===== src/hw/rtl/vap_pkg.sv =====
package vap_pkg;

    localparam int FRAC_BITS_DEF    = 16;
    localparam int CORDIC_STEPS_DEF = 24;
    localparam int GUARD_BITS       = 24;
    localparam int DATA_W           = 32;
    localparam int ANGLE_W          = 9;
    localparam int OP_W             = 3;
    localparam int TURN_W           = 32;
    // coordinate plus guard bits plus headroom for gain and sqrt(2)
    localparam int CORDIC_W         = DATA_W + GUARD_BITS + 2;
    localparam int QUEUE_DEPTH      = 2;

    localparam logic [OP_W-1:0] OP_LOAD  = 3'd0;
    localparam logic [OP_W-1:0] OP_ADD   = 3'd1;
    localparam logic [OP_W-1:0] OP_SUB   = 3'd2;
    localparam logic [OP_W-1:0] OP_SCALE = 3'd3;
    localparam logic [OP_W-1:0] OP_CLEAR = 3'd4;
    localparam logic [OP_W-1:0] OP_READ  = 3'd5;

    localparam logic [31:0]        INV_GAIN_Q32  = 32'd2608131496;
    localparam logic [TURN_W-1:0]  HALF_TURN     = 32'h8000_0000;
    localparam logic [ANGLE_W-1:0] FULL_TURN_DEG = 9'd360;
    localparam logic signed [DATA_W-1:0] S32_MAX = 32'sh7FFF_FFFF;
    localparam logic signed [DATA_W-1:0] S32_MIN = 32'sh8000_0000;

    typedef struct packed {
        logic signed [DATA_W-1:0] x;
        logic signed [DATA_W-1:0] y;
        logic                     sat;
    } vec_item_t;

    // atan(2^-i) in units of 2^-32 turn
    function automatic logic [TURN_W-1:0] atan_turns(input logic [4:0] idx);
        logic [TURN_W-1:0] r;
        case (idx)
            5'd0:  r = 32'h20000000;
            5'd1:  r = 32'h12E4051E;
            5'd2:  r = 32'h09FB385B;
            5'd3:  r = 32'h051111D4;
            5'd4:  r = 32'h028B0D43;
            5'd5:  r = 32'h0145D7E1;
            5'd6:  r = 32'h00A2F61E;
            5'd7:  r = 32'h00517C55;
            5'd8:  r = 32'h0028BE53;
            5'd9:  r = 32'h00145F2F;
            5'd10: r = 32'h000A2F98;
            5'd11: r = 32'h000517CC;
            5'd12: r = 32'h00028BE6;
            5'd13: r = 32'h000145F3;
            5'd14: r = 32'h0000A2FA;
            5'd15: r = 32'h0000517D;
            5'd16: r = 32'h000028BE;
            5'd17: r = 32'h0000145F;
            5'd18: r = 32'h00000A30;
            5'd19: r = 32'h00000518;
            5'd20: r = 32'h0000028C;
            5'd21: r = 32'h00000146;
            5'd22: r = 32'h000000A3;
            5'd23: r = 32'h00000051;
            5'd24: r = 32'h00000029;
            5'd25: r = 32'h00000014;
            5'd26: r = 32'h0000000A;
            5'd27: r = 32'h00000005;
            5'd28: r = 32'h00000003;
            5'd29: r = 32'h00000001;
            5'd30: r = 32'h00000001;
            default: r = 32'h00000000;
        endcase
        return r;
    endfunction

endpackage


===== src/hw/rtl/vap_queue.sv =====
module vap_queue (
    input  logic                clk,
    input  logic                rst_n,
    input  logic                push,
    input  vap_pkg::vec_item_t  push_item,
    output logic                full,
    input  logic                pop,
    output vap_pkg::vec_item_t  pop_item,
    output logic                empty
);

    localparam int DEPTH = vap_pkg::QUEUE_DEPTH;
    localparam int PTR_W = $clog2(DEPTH);
    localparam int CNT_W = $clog2(DEPTH + 1);

    vap_pkg::vec_item_t mem_reg [DEPTH];
    logic [PTR_W-1:0] wr_ptr_reg, wr_ptr_next;
    logic [PTR_W-1:0] rd_ptr_reg, rd_ptr_next;
    logic [CNT_W-1:0] count_reg, count_next;

    assign full     = (count_reg == CNT_W'(DEPTH));
    assign empty    = (count_reg == '0);
    assign pop_item = mem_reg[rd_ptr_reg];

    always_comb
    begin
        wr_ptr_next = wr_ptr_reg;
        rd_ptr_next = rd_ptr_reg;
        count_next  = count_reg;
        if (push)
        begin
            wr_ptr_next = (wr_ptr_reg == PTR_W'(DEPTH - 1)) ? '0 : wr_ptr_reg + 1'b1;
        end
        if (pop)
        begin
            rd_ptr_next = (rd_ptr_reg == PTR_W'(DEPTH - 1)) ? '0 : rd_ptr_reg + 1'b1;
        end
        if (push && !pop)
        begin
            count_next = count_reg + 1'b1;
        end
        else if (pop && !push)
        begin
            count_next = count_reg - 1'b1;
        end
    end

    always_ff @(posedge clk or negedge rst_n)
    begin
        if (!rst_n)
        begin
            wr_ptr_reg <= '0;
            rd_ptr_reg <= '0;
            count_reg  <= '0;
        end
        else
        begin
            wr_ptr_reg <= wr_ptr_next;
            rd_ptr_reg <= rd_ptr_next;
            count_reg  <= count_next;
        end
    end

    always_ff @(posedge clk)
    begin
        if (push)
        begin
            mem_reg[wr_ptr_reg] <= push_item;
        end
    end

endmodule


===== config.mk =====
export PLATFORM = sky130hd
export DESIGN_NAME = vap_queue
export DESIGN_NICKNAME = d
export VERILOG_FILES = /design/src/hw/rtl/vap_pkg.sv /design/src/hw/rtl/vap_queue.sv
export SDC_FILE = /design/constraint.sdc
export NUM_CORES = 1
export LEC_CHECK = 0
export ABC_AREA = 1
export BUFFER_PORTS_ARGS = -buffer_cell sky130_fd_sc_hd__buf_4
export CELL_PAD_IN_SITES_DETAIL_PLACEMENT = 1
export CELL_PAD_IN_SITES_GLOBAL_PLACEMENT = 1
export CORE_MARGIN = 2
export CORE_UTILIZATION = 40
export DETAILED_ROUTE_END_ITERATION = 6
export PLACE_DENSITY = 0.69
export SETUP_SLACK_MARGIN = 0.05
export SYNTH_ARGS = -nofsm -noshare
export SYNTH_HDL_FRONTEND = slang
export SYNTH_SLANG_ARGS = --single-unit

===== constraint.sdc =====
create_clock -name clk -period 9 [get_ports clk]
set_input_delay 0.45 -clock clk [delete_from_list [all_inputs] [get_ports clk]]
set_output_delay 0.45 -clock clk [all_outputs]
set_load 0.02 [all_outputs]

==> metrics list <==
- In this run the tool buffered the top-level ports with 135 buffer cells.
- The floorplan step defined a die boundary enclosing 13600 µm².
- For this run, the register share of the synthesized area comes to 0.791.
* H-Tree Level Count: 4
- Max-capacitance violation count: 0
- Clk_lat worst skew: 0.41 ns
- Relative to the synthesized area, the layout overhead comes to 33.1%.
- Top-Level Pins: 136
- Final hold violation count: 0
- The routed design has 9400 µm of wire.
* Layout cells sized above 1: 0.589
- Number of iterations in the first detailed-routing pass: 4
* Final setup violating endpoints: 0
* Initial antenna violation count: 0
* Post-placement worst setup slack: 6.63 ns
- Summed over all instances, the cell type with the most area after synthesis is sky130_fd_sc_hd__edfxtp_1.
- Count of different cell masters after synthesis: 14
- The critical path is of the reg2out type.
- Nets in the synthesized netlist: 297
- Site row count: 41
- Total via count in the routed design: 2568
- Final weighted congestion in routability-driven placement: 0.663
* Capturing element type of the critical path: primary output
- Clock root buffer: sky130_fd_sc_hd__clkbuf_16
- For the final database, setup skew stands at 0.0113 ns.
- The path class of the tightest hold or removal check is in2reg.
- Number of clock buffers inserted by TritonCTS: 17
- The register with the most flip-flops in the layout has 130 of them.
* Core area: 12500 µm²
* Synth top area cells: sky130_fd_sc_hd__edfxtp_1 (77%), sky130_fd_sc_hd__mux2_4 (12%), sky130_fd_sc_hd__mux2_2 (5.6%)
* Post-synth top area share: 0.772
- The routed design could run at a clock period as short as 2.66 ns.
- Static Leak: 0.00267 µW
* Final-stage net count: 447
- At the pin with the least slew margin, the transition time is 1.13 ns.
- Fmax: 375 MHz
- Of all nets on the critical path, the largest fanout is 66.
- Number of setup buffers added after CTS: 0
- After the first detailed-routing iteration, the DRC count stood at 75.
- Outcome: finished, final reports clean
- Resized Gates After CTS: 0
- Setup repair after global routing missed its margin: false
* Startpoint kind of the worst setup timing path: register
- VDD IR-drop max: 0.000279 V
- Wire length of the first global-routing pass: 14100 µm
* Simple-Gate Fraction of Synth Area: 0.00816
* Width of the die: 116 µm
- Area share of fa/ha/maj cells after synthesis: 0.00247
- Hold-fix buffers at CTS: 1
* Half-perimeter wire length after detailed placement: 6190 µm
- The worst path meets setup with 6.34 ns of slack.
* Arrival time at the worst endpoint: 2.21 ns
* Reg clk slew, reported paths: 0.05 ns
- CTS tree: built
- Max Root-Sink Buffers: 2
- Global routing finished with a remaining overflow of 0.
- Power spread over the standard cell area amounts to 328 nW/µm².
- After synthesis, the share of cell area in mux cells is 0.174.
* DRC: 0
- Wire length per cell: 16.8 µm
- The number of global-route vias before repair was 2672.
- In this run the cell area of the synthesized design comes to 5060 µm².
- Dividing the final minimum period by the clock period gives 0.296.
- Main combinational cell family by area after synthesis: multiplexers
* Number of clock sinks: 134
- In this run the tightest slew margin relative to its limit is 0.248.
- Post-Synthesis Mean Instance Area: 22.3 µm²
- Starting density of the core: 0.406
* Area fraction in compound gates after synthesis: 0
* Vias/cell: 4.59
- Register bit count reported by yosys: 134
* Maximum number of pins on one net before global-route repair: 67
- Height of the chip: 116 µm
- At the worst endpoint, the required time is 8.55 ns.
- Overall routing resource usage: 0.146
- The repair_antennas step left the layout with diodes totalling 0.
* Ys Warns: 0
- The number of max-slew violations in the final report was 0.
* Xor and xnor fraction of the mapped netlist area: 0.00519
* Syn Inst Count: 227
- In the final timing run, aggregate negative setup slack is 0 ns.
- Post-detailed-route count of antenna-violating nets: 0
[worst max-delay path, stage by stage (launching register included)]
cell,delay [ns]
sky130_fd_sc_hd__dfrtp_4,1.15
sky130_fd_sc_hd__mux2_2,0.42
sky130_fd_sc_hd__buf_4,0.16
[synth_stat cells]
master,count
sky130_fd_sc_hd__xnor2_1,1
sky130_fd_sc_hd__ha_1,1
sky130_fd_sc_hd__buf_6,5
sky130_fd_sc_hd__nor2_1,3
sky130_fd_sc_hd__mux2_2,25
sky130_fd_sc_hd__nand3_1,1
sky130_fd_sc_hd__edfxtp_1,130
sky130_fd_sc_hd__dfrtp_1,4
sky130_fd_sc_hd__xor2_1,2
sky130_fd_sc_hd__mux2_4,40
sky130_fd_sc_hd__nand2_1,5
sky130_fd_sc_hd__nand4_1,1
sky130_fd_sc_hd__buf_2,2
sky130_fd_sc_hd__inv_1,7
[final cells by class]
| type | count | area [µm²] |
|---|---|---|
| clock inverter | 8 | 37.5 |
| fill | 1155 | 5730 |
| multi-input combinational | 79 | 970 |
| inverter | 7 | 26.3 |
| clock buffer | 21 | 440 |
| tap | 172 | 215 |
| timing repair buffer | 138 | 1040 |
| sequential | 134 | 4010 |
[routing by layer]
layer  wire, µm  vias to the layer above  global-route usage
met4        186                        0              0.0690
met1       3930                     1276               0.178
li1           -                     1180                   -
met5          0                        -                   0
met2       4530                       99               0.226
met3        743                       13              0.0607
[stage by stage]
stage | std cells | hold slack, ns | utilization | total power (µW) | instance area, µm²
5_1_grt | 559 | 0.201 | 0.540 | 2310 | 6740
6_report | 559 | 0.218 | 0.540 | 2210 | 6740
4_1_cts | 559 | 0.199 | 0.540 | 2240 | 6740
3_3_place_gp | 529 | 0.250 | 0.501 | 1660 | 6250
3_5_place_dp | 529 | 0.252 | 0.501 | 1670 | 6250
2_1_floorplan | 227 | 0.154 | - | 1400 | 5060
[report_power, final]
group,leakage [µW],switching [µW],internal [µW]
Clock,0.000241,226,341
Combinational,0.00117,335,370
Sequential,0.00127,106,831
[cell families after synthesis]
group | Yosys count
AND/OR/NAND/NOR | 10
XOR/XNOR | 3
buffers and inverters | 14
multiplexers | 65
flip-flops | 134
adder cells (fa/ha/maj) | 1
[worst paths after layout]
path	startpoint	endpoint	slack (ns)	cells after the start
max	rd_ptr_reg	pop_item[45]	6.34	2
min	pop	rd_ptr_reg	0.22	2
max reg2reg	wr_ptr_reg	mem_reg[0][15]	6.85	2
min reg2reg	count_reg[1]	count_reg[1]	0.51	2
max in group asynchronous	rst_n	rd_ptr_reg	8.52	2
min in group asynchronous	rst_n	wr_ptr_reg	0.37	2
[cell usage in the layout, fill, tap and decap left out, types with 2 or more instances in the layout]
| cell type | synthesis | routed |
|---|---|---|
| sky130_fd_sc_hd__buf_4 | 0 | 137 |
| sky130_fd_sc_hd__edfxtp_1 | 130 | 130 |
| sky130_fd_sc_hd__mux2_4 | 40 | 40 |
| sky130_fd_sc_hd__mux2_2 | 25 | 25 |
| sky130_fd_sc_hd__clkbuf_16 | 0 | 17 |
| sky130_fd_sc_hd__inv_1 | 7 | 6 |
| sky130_fd_sc_hd__clkinv_2 | 0 | 6 |
| sky130_fd_sc_hd__nand2_1 | 5 | 5 |
| sky130_fd_sc_hd__clkbuf_1 | 0 | 4 |
| sky130_fd_sc_hd__dfrtp_1 | 4 | 3 |
| sky130_fd_sc_hd__nor2_1 | 3 | 2 |
| sky130_fd_sc_hd__xor2_1 | 2 | 2 |
| sky130_fd_sc_hd__clkinv_1 | 0 | 2 |
No activity file was read; power rests on OpenSTA's default activity.
