$ cat config.mk
export PLATFORM = sky130hd
export DESIGN_NAME = vap_back_flat
export DESIGN_NICKNAME = d
export VERILOG_FILES = /design/src/hw/rtl/vap_pkg.sv /design/src/hw/rtl/vap_if.sv /design/src/hw/rtl/vap_back.sv /design/src/flat_wrapper.sv
export SDC_FILE = /design/constraint.sdc
export NUM_CORES = 2
export LEC_CHECK = 0
export BUFFER_PORTS_ARGS = -buffer_cell sky130_fd_sc_hd__buf_4
export CAP_MARGIN = 0
export CORE_ASPECT_RATIO = 0.6
export CORE_MARGIN = 10
export CORE_UTILIZATION = 50
export DETAILED_ROUTE_END_ITERATION = 10
export PLACE_DENSITY = 0.69
export REMOVE_ABC_BUFFERS = 1
export SKIP_CTS_REPAIR_TIMING = 1
export SYNTH_ARGS = -nofsm -noshare
export SYNTH_HDL_FRONTEND = slang
export SYNTH_SLANG_ARGS = --single-unit
$ cat constraint.sdc
create_clock -name clk -period 7.9 [get_ports clk]
set_input_delay 0.79 -clock clk [delete_from_list [all_inputs] [get_ports clk]]
set_output_delay 0.79 -clock clk [all_outputs]
set_load 0.01 [all_outputs]
$ cat src/hw/rtl/vap_pkg.sv
package vap_pkg;

    localparam int FRAC_BITS_DEF    = 16;
    localparam int CORDIC_STEPS_DEF = 24;
    localparam int GUARD_BITS       = 24;
    localparam int DATA_W           = 32;
    localparam int ANGLE_W          = 9;
    localparam int OP_W             = 3;
    localparam int TURN_W           = 32;
    // coordinate plus guard bits plus headroom for gain and sqrt(2)
    localparam int CORDIC_W         = DATA_W + GUARD_BITS + 2;
    localparam int QUEUE_DEPTH      = 2;

    localparam logic [OP_W-1:0] OP_LOAD  = 3'd0;
    localparam logic [OP_W-1:0] OP_ADD   = 3'd1;
    localparam logic [OP_W-1:0] OP_SUB   = 3'd2;
    localparam logic [OP_W-1:0] OP_SCALE = 3'd3;
    localparam logic [OP_W-1:0] OP_CLEAR = 3'd4;
    localparam logic [OP_W-1:0] OP_READ  = 3'd5;

    localparam logic [31:0]        INV_GAIN_Q32  = 32'd2608131496;
    localparam logic [TURN_W-1:0]  HALF_TURN     = 32'h8000_0000;
    localparam logic [ANGLE_W-1:0] FULL_TURN_DEG = 9'd360;
    localparam logic signed [DATA_W-1:0] S32_MAX = 32'sh7FFF_FFFF;
    localparam logic signed [DATA_W-1:0] S32_MIN = 32'sh8000_0000;

    typedef struct packed {
        logic signed [DATA_W-1:0] x;
        logic signed [DATA_W-1:0] y;
        logic                     sat;
    } vec_item_t;

    // atan(2^-i) in units of 2^-32 turn
    function automatic logic [TURN_W-1:0] atan_turns(input logic [4:0] idx);
        logic [TURN_W-1:0] r;
        case (idx)
            5'd0:  r = 32'h20000000;
            5'd1:  r = 32'h12E4051E;
            5'd2:  r = 32'h09FB385B;
            5'd3:  r = 32'h051111D4;
            5'd4:  r = 32'h028B0D43;
            5'd5:  r = 32'h0145D7E1;
            5'd6:  r = 32'h00A2F61E;
            5'd7:  r = 32'h00517C55;
            5'd8:  r = 32'h0028BE53;
            5'd9:  r = 32'h00145F2F;
            5'd10: r = 32'h000A2F98;
            5'd11: r = 32'h000517CC;
            5'd12: r = 32'h00028BE6;
            5'd13: r = 32'h000145F3;
            5'd14: r = 32'h0000A2FA;
            5'd15: r = 32'h0000517D;
            5'd16: r = 32'h000028BE;
            5'd17: r = 32'h0000145F;
            5'd18: r = 32'h00000A30;
            5'd19: r = 32'h00000518;
            5'd20: r = 32'h0000028C;
            5'd21: r = 32'h00000146;
            5'd22: r = 32'h000000A3;
            5'd23: r = 32'h00000051;
            5'd24: r = 32'h00000029;
            5'd25: r = 32'h00000014;
            5'd26: r = 32'h0000000A;
            5'd27: r = 32'h00000005;
            5'd28: r = 32'h00000003;
            5'd29: r = 32'h00000001;
            5'd30: r = 32'h00000001;
            default: r = 32'h00000000;
        endcase
        return r;
    endfunction

endpackage

$ cat src/hw/rtl/vap_if.sv


interface vap_out_if;
    logic                                  valid;
    logic                                  ready;
    logic signed [vap_pkg::DATA_W-1:0]     vec_x;
    logic signed [vap_pkg::DATA_W-1:0]     vec_y;
    logic [vap_pkg::DATA_W-1:0]            magnitude;
    logic [vap_pkg::ANGLE_W-1:0]           angle_degrees;
    logic                                  saturated;

    modport source (output valid, vec_x, vec_y, magnitude, angle_degrees, saturated,
                    input ready);
    modport sink   (input valid, vec_x, vec_y, magnitude, angle_degrees, saturated,
                    output ready);
endinterface

$ cat src/hw/rtl/vap_back.sv
module vap_back #(
    parameter int CORDIC_STEPS = vap_pkg::CORDIC_STEPS_DEF
) (
    input  logic                clk,
    input  logic                rst_n,
    input  logic                empty,
    input  vap_pkg::vec_item_t  pop_item,
    output logic                pop,
    vap_out_if.source           res
);

    localparam int CW     = vap_pkg::CORDIC_W;
    localparam int GB     = vap_pkg::GUARD_BITS;
    localparam int DW     = vap_pkg::DATA_W;
    localparam int HI_W   = CW - 32;
    localparam int SUM_W  = HI_W + 33;
    localparam int STEP_W = $clog2(CORDIC_STEPS);
    localparam int M_W    = SUM_W + 1 - GB;

    localparam logic [2:0] B_IDLE = 3'd0;
    localparam logic [2:0] B_ITER = 3'd1;
    localparam logic [2:0] B_MLO  = 3'd2;
    localparam logic [2:0] B_MHI  = 3'd3;
    localparam logic [2:0] B_DEG  = 3'd4;
    localparam logic [2:0] B_FIN  = 3'd5;

    logic [2:0] state_reg, state_next;
    logic [STEP_W-1:0] step_reg, step_next;
    logic signed [CW-1:0] cx_reg, cy_reg;
    logic [vap_pkg::TURN_W-1:0] z_reg;
    logic zero_reg;
    vap_pkg::vec_item_t item_reg;
    logic [63:0] prod_reg;
    logic [SUM_W-1:0] sum_reg;

    logic out_valid_reg, out_valid_next;
    logic signed [DW-1:0] out_x_reg, out_y_reg;
    logic [DW-1:0] out_mag_reg;
    logic [vap_pkg::ANGLE_W-1:0] out_deg_reg;
    logic out_sat_reg;

    logic signed [CW-1:0] ld_x, ld_y, dx, dy;
    logic [vap_pkg::TURN_W-1:0] atan_val;
    logic y_pos;
    logic [SUM_W-1:0] hi_prod;
    logic [SUM_W:0] mag_rnd;
    logic [M_W-1:0] mag_full;
    logic [DW-1:0] mag_val;
    logic [42:0] deg_rnd;
    logic [10:0] deg_full;
    logic [vap_pkg::ANGLE_W-1:0] deg_val;
    logic fin_write;

    assign pop = (state_reg == B_IDLE) && !empty;

    assign ld_x = {{(CW - DW - GB){pop_item.x[DW-1]}}, pop_item.x, {GB{1'b0}}};
    assign ld_y = {{(CW - DW - GB){pop_item.y[DW-1]}}, pop_item.y, {GB{1'b0}}};

    // one vectoring micro-rotation per cycle
    assign dx       = cy_reg >>> step_reg;
    assign dy       = cx_reg >>> step_reg;
    assign y_pos    = !cy_reg[CW-1] && (|cy_reg);
    assign atan_val = vap_pkg::atan_turns(5'(step_reg));

    assign hi_prod  = SUM_W'(cx_reg[CW-1:32]) * SUM_W'(vap_pkg::INV_GAIN_Q32);

    assign mag_rnd  = {1'b0, sum_reg} + ((SUM_W + 1)'(1) << (GB - 1));
    assign mag_full = mag_rnd[SUM_W:GB];
    assign mag_val  = (|mag_full[M_W-1:DW]) ? {DW{1'b1}} : mag_full[DW-1:0];

    assign deg_rnd  = {1'b0, prod_reg[41:0]} + 43'h0_8000_0000;
    assign deg_full = deg_rnd[42:32];
    assign deg_val  = (deg_full >= 11'(vap_pkg::FULL_TURN_DEG)) ? '0 : deg_full[8:0];

    assign fin_write = (state_reg == B_FIN) && (!out_valid_reg || res.ready);

    always_comb
    begin
        state_next = state_reg;
        step_next  = step_reg;
        case (state_reg)
            B_IDLE:
            begin
                if (!empty)
                begin
                    state_next = B_ITER;
                    step_next  = '0;
                end
            end
            B_ITER:
            begin
                if (step_reg == STEP_W'(CORDIC_STEPS - 1))
                begin
                    state_next = B_MLO;
                end
                else
                begin
                    step_next = step_reg + 1'b1;
                end
            end
            B_MLO:   state_next = B_MHI;
            B_MHI:   state_next = B_DEG;
            B_DEG:   state_next = B_FIN;
            B_FIN:
            begin
                if (fin_write)
                begin
                    state_next = B_IDLE;
                end
            end
            default: state_next = B_IDLE;
        endcase
    end

    always_comb
    begin
        out_valid_next = out_valid_reg;
        if (fin_write)
        begin
            out_valid_next = 1'b1;
        end
        else if (res.ready)
        begin
            out_valid_next = 1'b0;
        end
    end

    always_ff @(posedge clk or negedge rst_n)
    begin
        if (!rst_n)
        begin
            state_reg     <= B_IDLE;
            step_reg      <= '0;
            out_valid_reg <= 1'b0;
        end
        else
        begin
            state_reg     <= state_next;
            step_reg      <= step_next;
            out_valid_reg <= out_valid_next;
        end
    end

    always_ff @(posedge clk)
    begin
        case (state_reg)
            B_IDLE:
            begin
                if (pop)
                begin
                    item_reg <= pop_item;
                    zero_reg <= (pop_item.x == '0) && (pop_item.y == '0);
                    // left half plane: mirror through origin, start at half a turn
                    if (pop_item.x[DW-1])
                    begin
                        cx_reg <= -ld_x;
                        cy_reg <= -ld_y;
                        z_reg  <= vap_pkg::HALF_TURN;
                    end
                    else
                    begin
                        cx_reg <= ld_x;
                        cy_reg <= ld_y;
                        z_reg  <= '0;
                    end
                end
            end
            B_ITER:
            begin
                if (y_pos)
                begin
                    cx_reg <= cx_reg + dx;
                    cy_reg <= cy_reg - dy;
                    z_reg  <= z_reg + atan_val;
                end
                else
                begin
                    cx_reg <= cx_reg - dx;
                    cy_reg <= cy_reg + dy;
                    z_reg  <= z_reg - atan_val;
                end
            end
            B_MLO:
            begin
                prod_reg <= {32'b0, cx_reg[31:0]} * {32'b0, vap_pkg::INV_GAIN_Q32};
            end
            B_MHI:
            begin
                sum_reg <= hi_prod + SUM_W'(prod_reg[63:32]);
            end
            B_DEG:
            begin
                prod_reg <= {32'b0, z_reg} * 64'(vap_pkg::FULL_TURN_DEG);
            end
            default:
            begin
                prod_reg <= prod_reg;
            end
        endcase
        if (fin_write)
        begin
            out_x_reg   <= item_reg.x;
            out_y_reg   <= item_reg.y;
            out_sat_reg <= item_reg.sat;
            out_mag_reg <= zero_reg ? '0 : mag_val;
            out_deg_reg <= zero_reg ? '0 : deg_val;
        end
    end

    assign res.valid         = out_valid_reg;
    assign res.vec_x         = out_x_reg;
    assign res.vec_y         = out_y_reg;
    assign res.magnitude     = out_mag_reg;
    assign res.angle_degrees = out_deg_reg;
    assign res.saturated     = out_sat_reg;

endmodule

$ cat src/flat_wrapper.sv
// flat-port wrapper written by rule: the top's interface ports become plain ports
module vap_back_flat 
#(
    parameter int CORDIC_STEPS = vap_pkg::CORDIC_STEPS_DEF
)
  (clk, rst_n, empty, pop_item, pop, res_valid, res_vec_x, res_vec_y, res_magnitude, res_angle_degrees, res_saturated, res_ready);
  vap_out_if res_i ();
  input  logic clk;
  input  logic rst_n;
  input  logic empty;
  input  vap_pkg::vec_item_t pop_item;
  output logic pop;
  output wire logic [$bits(res_i.valid)-1:0] res_valid;
  output wire logic [$bits(res_i.vec_x)-1:0] res_vec_x;
  output wire logic [$bits(res_i.vec_y)-1:0] res_vec_y;
  output wire logic [$bits(res_i.magnitude)-1:0] res_magnitude;
  output wire logic [$bits(res_i.angle_degrees)-1:0] res_angle_degrees;
  output wire logic [$bits(res_i.saturated)-1:0] res_saturated;
  input wire logic [$bits(res_i.ready)-1:0] res_ready;
  assign res_valid = res_i.valid;
  assign res_vec_x = res_i.vec_x;
  assign res_vec_y = res_i.vec_y;
  assign res_magnitude = res_i.magnitude;
  assign res_angle_degrees = res_i.angle_degrees;
  assign res_saturated = res_i.saturated;
  assign res_i.ready = res_ready;
  vap_back #(.CORDIC_STEPS(CORDIC_STEPS)) u_core (.clk(clk), .rst_n(rst_n), .empty(empty), .pop_item(pop_item), .pop(pop), .res(res_i));
endmodule
==> results.toml <==
[routing]
vias = 58100
drcViolationCount = 0
wl_per_cell_microns = 23.8
drt_iter0_markers = 6542
wirelength_microns = 236000
ant_nets = 0
avgViaCountPerCell = 5.87
dr.pass1.iters = 6

[sta]
max_freq_ghz = 0.118
worst_slew_pin_slew_ns = 1.18
slew_viol_final = 0
fin_crit_sh_pct = 107
grt_setup_unrepaired = "yes"
relSlewSlack_pct = 21.5
min_period_ns = 8.46
fin_worst_skew_ns = 0.0657
hold_viol = 0
finalSetupViolCount = 17
layout_setup_ws_ns = -0.555

[synth]
yosys.area_share.simple_pct = 9.59
synth-main-ff-cell = "edfxtp_1"
synthCells = 7211
async_flop_share_pct = 2.26
synth_seq_cells = 398
synthMuxAreaShare_pct = 6.79
post_synth_xor_area_fraction_pct = 6.13
synth.distinct_cells = 90
syn_area_sq_um = 69700
synth_area_per_cell_sq_um = 9.66
synth_edf_count = 389
synth_top_family_by_area = "adder cells"
synth_compound_area_share_pct = 12.5
synthAdderAreaFrac_pct = 39.5
yosys_warnings = 0
synth-seq-area-share_pct = 17.1

[setup_path]
worstPathRequired_ns = 8.28
path_class = "flip-flop to flip-flop"
crit_arrival_ns = 8.84
start_kind = "flip-flop"
end_kind = "flip-flop"
crit_top_cell = "fa_1"
critical-path-slowest-cell = "fa_2"
critPathMaxFanout = 4
critical-path-max-stage-delay_ns = 0.62

[die]
die_x_microns = 502
die_y_microns = 309
io_pins = 177
num_rows = 105
start_util_pct = 50.6
die-area_sq_um = 155000
coreArea_sq_um = 138000

[grt]
grt_pass1_vias = 57400
grt_max_degree = 87
grt_pass1_wl_microns = 355000
grt.total_usage_pct = 29.7
antenna_found_initial = 8
grt.overflow.total = 0

[placed_design]
place_congestion = 1.03
port_buffers = 176
placed_cell_area_sq_um = 78300
dp_hpwl_microns = 199000

[cts]
cts_buffers = 45
clock_sinks = 398
cts_tree = "yes"
clk_pin_slew_ns = 0.08
cts_root_buf = "clkbuf_16"
clockBufferDepth = 3
clock_latency_ns = 0.68
cts-htree-levels = 2

[run_status]
status = "finished with violations"
violations = "setup timing"

[finish]
largest_reg_flops = 65
synthToLayoutAreaGrowth_pct = 16.7
fin_nets = 9810
final_util_pct = 59.1
fin_area_sq_um = 81300
drive_gt1_share_pct = 18.1

[flow_run]
max-cap-violations = 0

[worst_hold_path]
hold_class = "primary input to flip-flop"
metrics by stage:
| step | setup slack, ns | hold WS (ns) | cells | TNS [ns] |
|---|---|---|---|---|
| 2_1_floorplan | -2.75 | 0.400 | 6989 | -234.42 |
| 4_1_cts | -1.16 | -0.0777 | 9847 | -19.81 |
| 3_3_place_gp | -0.980 | 0.400 | 9765 | -13.97 |
| 6_report | -0.555 | 0.309 | 9897 | -4.95 |
| 3_5_place_dp | -1.10 | 0.405 | 9765 | -19.06 |
| 5_1_grt | -0.845 | 0.286 | 9896 | -11.14 |
per-layer routing:
| layer | GRT usage (%) | part of all wire [%] | vias to the layer above |
|---|---|---|---|
| li1 | - | - | 26200 |
| met1 | 45.3 | 45 | 28500 |
| met2 | 39.5 | 39 | 3101 |
| met3 | 11.5 | 14 | 274 |
| met4 | 5.01 | 1.9 | 2 |
| met5 | 0 | 0.0085 | - |
placed cells by master, fill, tap and decap left out, drive strengths merged, types with 33 or more instances in the layout:
cell,count
xnor2,278
nand4,54
o21bai,36
mux4,135
ha,866
xor2,210
clkbuf,52
nand2,408
and3,55
o21ai,306
and2,41
nor2,398
fa,834
a211oi,45
a21oi,463
nor2b,59
o211ai,35
mux2,45
or3,34
a31oi,47
a21o,164
o21a,54
nor3,69
nand3,127
mux2i,118
buf,1004
nand2b,57
inv,1314
o31ai,33
edfxtp,389
area by class of cell:
cell class / count / area [sq um]
clock inverters: 30 / 400
inverters: 1308 / 4910
flip-flops and latches: 398 / 11900
well taps: 1819 / 2280
multi-input cells: 5283 / 52800
repair buffers: 1005 / 7770
diodes: 2 / 5.00
clock buffers: 52 / 1170
fillers: 11700 / 56300
cells in the mapped netlist, drive strengths merged, types with 21 or more instances:
cell type | n | area [sq um]
a211oi | 45 | 338
a21o | 164 | 1230
a21oi | 463 | 2320
a31oi | 47 | 294
and2 | 41 | 259
and3 | 55 | 344
buf | 82 | 428
clkbuf | 140 | 526
edfxtp | 389 | 11700
fa | 834 | 16700
ha | 866 | 10800
inv | 1308 | 4910
mux2 | 45 | 507
mux2i | 118 | 1180
mux4 | 135 | 3040
nand2 | 408 | 1530
nand2b | 57 | 357
nand3 | 127 | 636
nand4 | 54 | 338
nor2 | 398 | 1500
nor2b | 59 | 369
nor3 | 69 | 357
nor4 | 31 | 194
o211ai | 35 | 263
o21a | 54 | 405
o21ai | 306 | 1530
o21bai | 36 | 270
o22ai | 28 | 175
o31ai | 33 | 248
or2 | 21 | 131
or3 | 34 | 213
xnor2 | 278 | 2430
xor2 | 210 | 1840
cells by family (layout without fill, tap and decap cells):
family	Yosys count	after routing
fa+ha+maj	1700	1700
other cells	0	2
xor+xnor	488	488
buf+inv	1530	2395
flops	398	398
compound gates	1391	1391
mux	298	298
simple gates	1406	1406
path summary, 6_finish.rpt:
kind,start,endpoint,slack [ns],depth (start not counted)
max reg2reg,u_core.cx_reg[37],u_core.sum_reg[57],-0.56,32
min in group asynchronous,rst_n,u_core.step_reg[4],0.52,2
max in group asynchronous,rst_n,u_core.step_reg[2],7.17,2
max,u_core.cx_reg[37],u_core.sum_reg[57],-0.56,32
min reg2reg,u_core.item_reg[45],u_core.res.vec_x[12],0.40,0
min,pop_item[0],u_core.item_reg[0],0.31,1
critical path: cells and delay by family (launching register included):
kind	cells	cell delay, ns
flip-flops	1	0.48
AND/OR/NAND/NOR	10	2.00
adder cells (fa/ha/maj)	9	4.21
XOR/XNOR	2	0.29
buffers and inverters	5	0.30
AO/OA/AOI/OAI	6	0.88
Power is not shown: default switching activity piles up to over one toggle a cycle in this logic, so the estimate is an artifact.
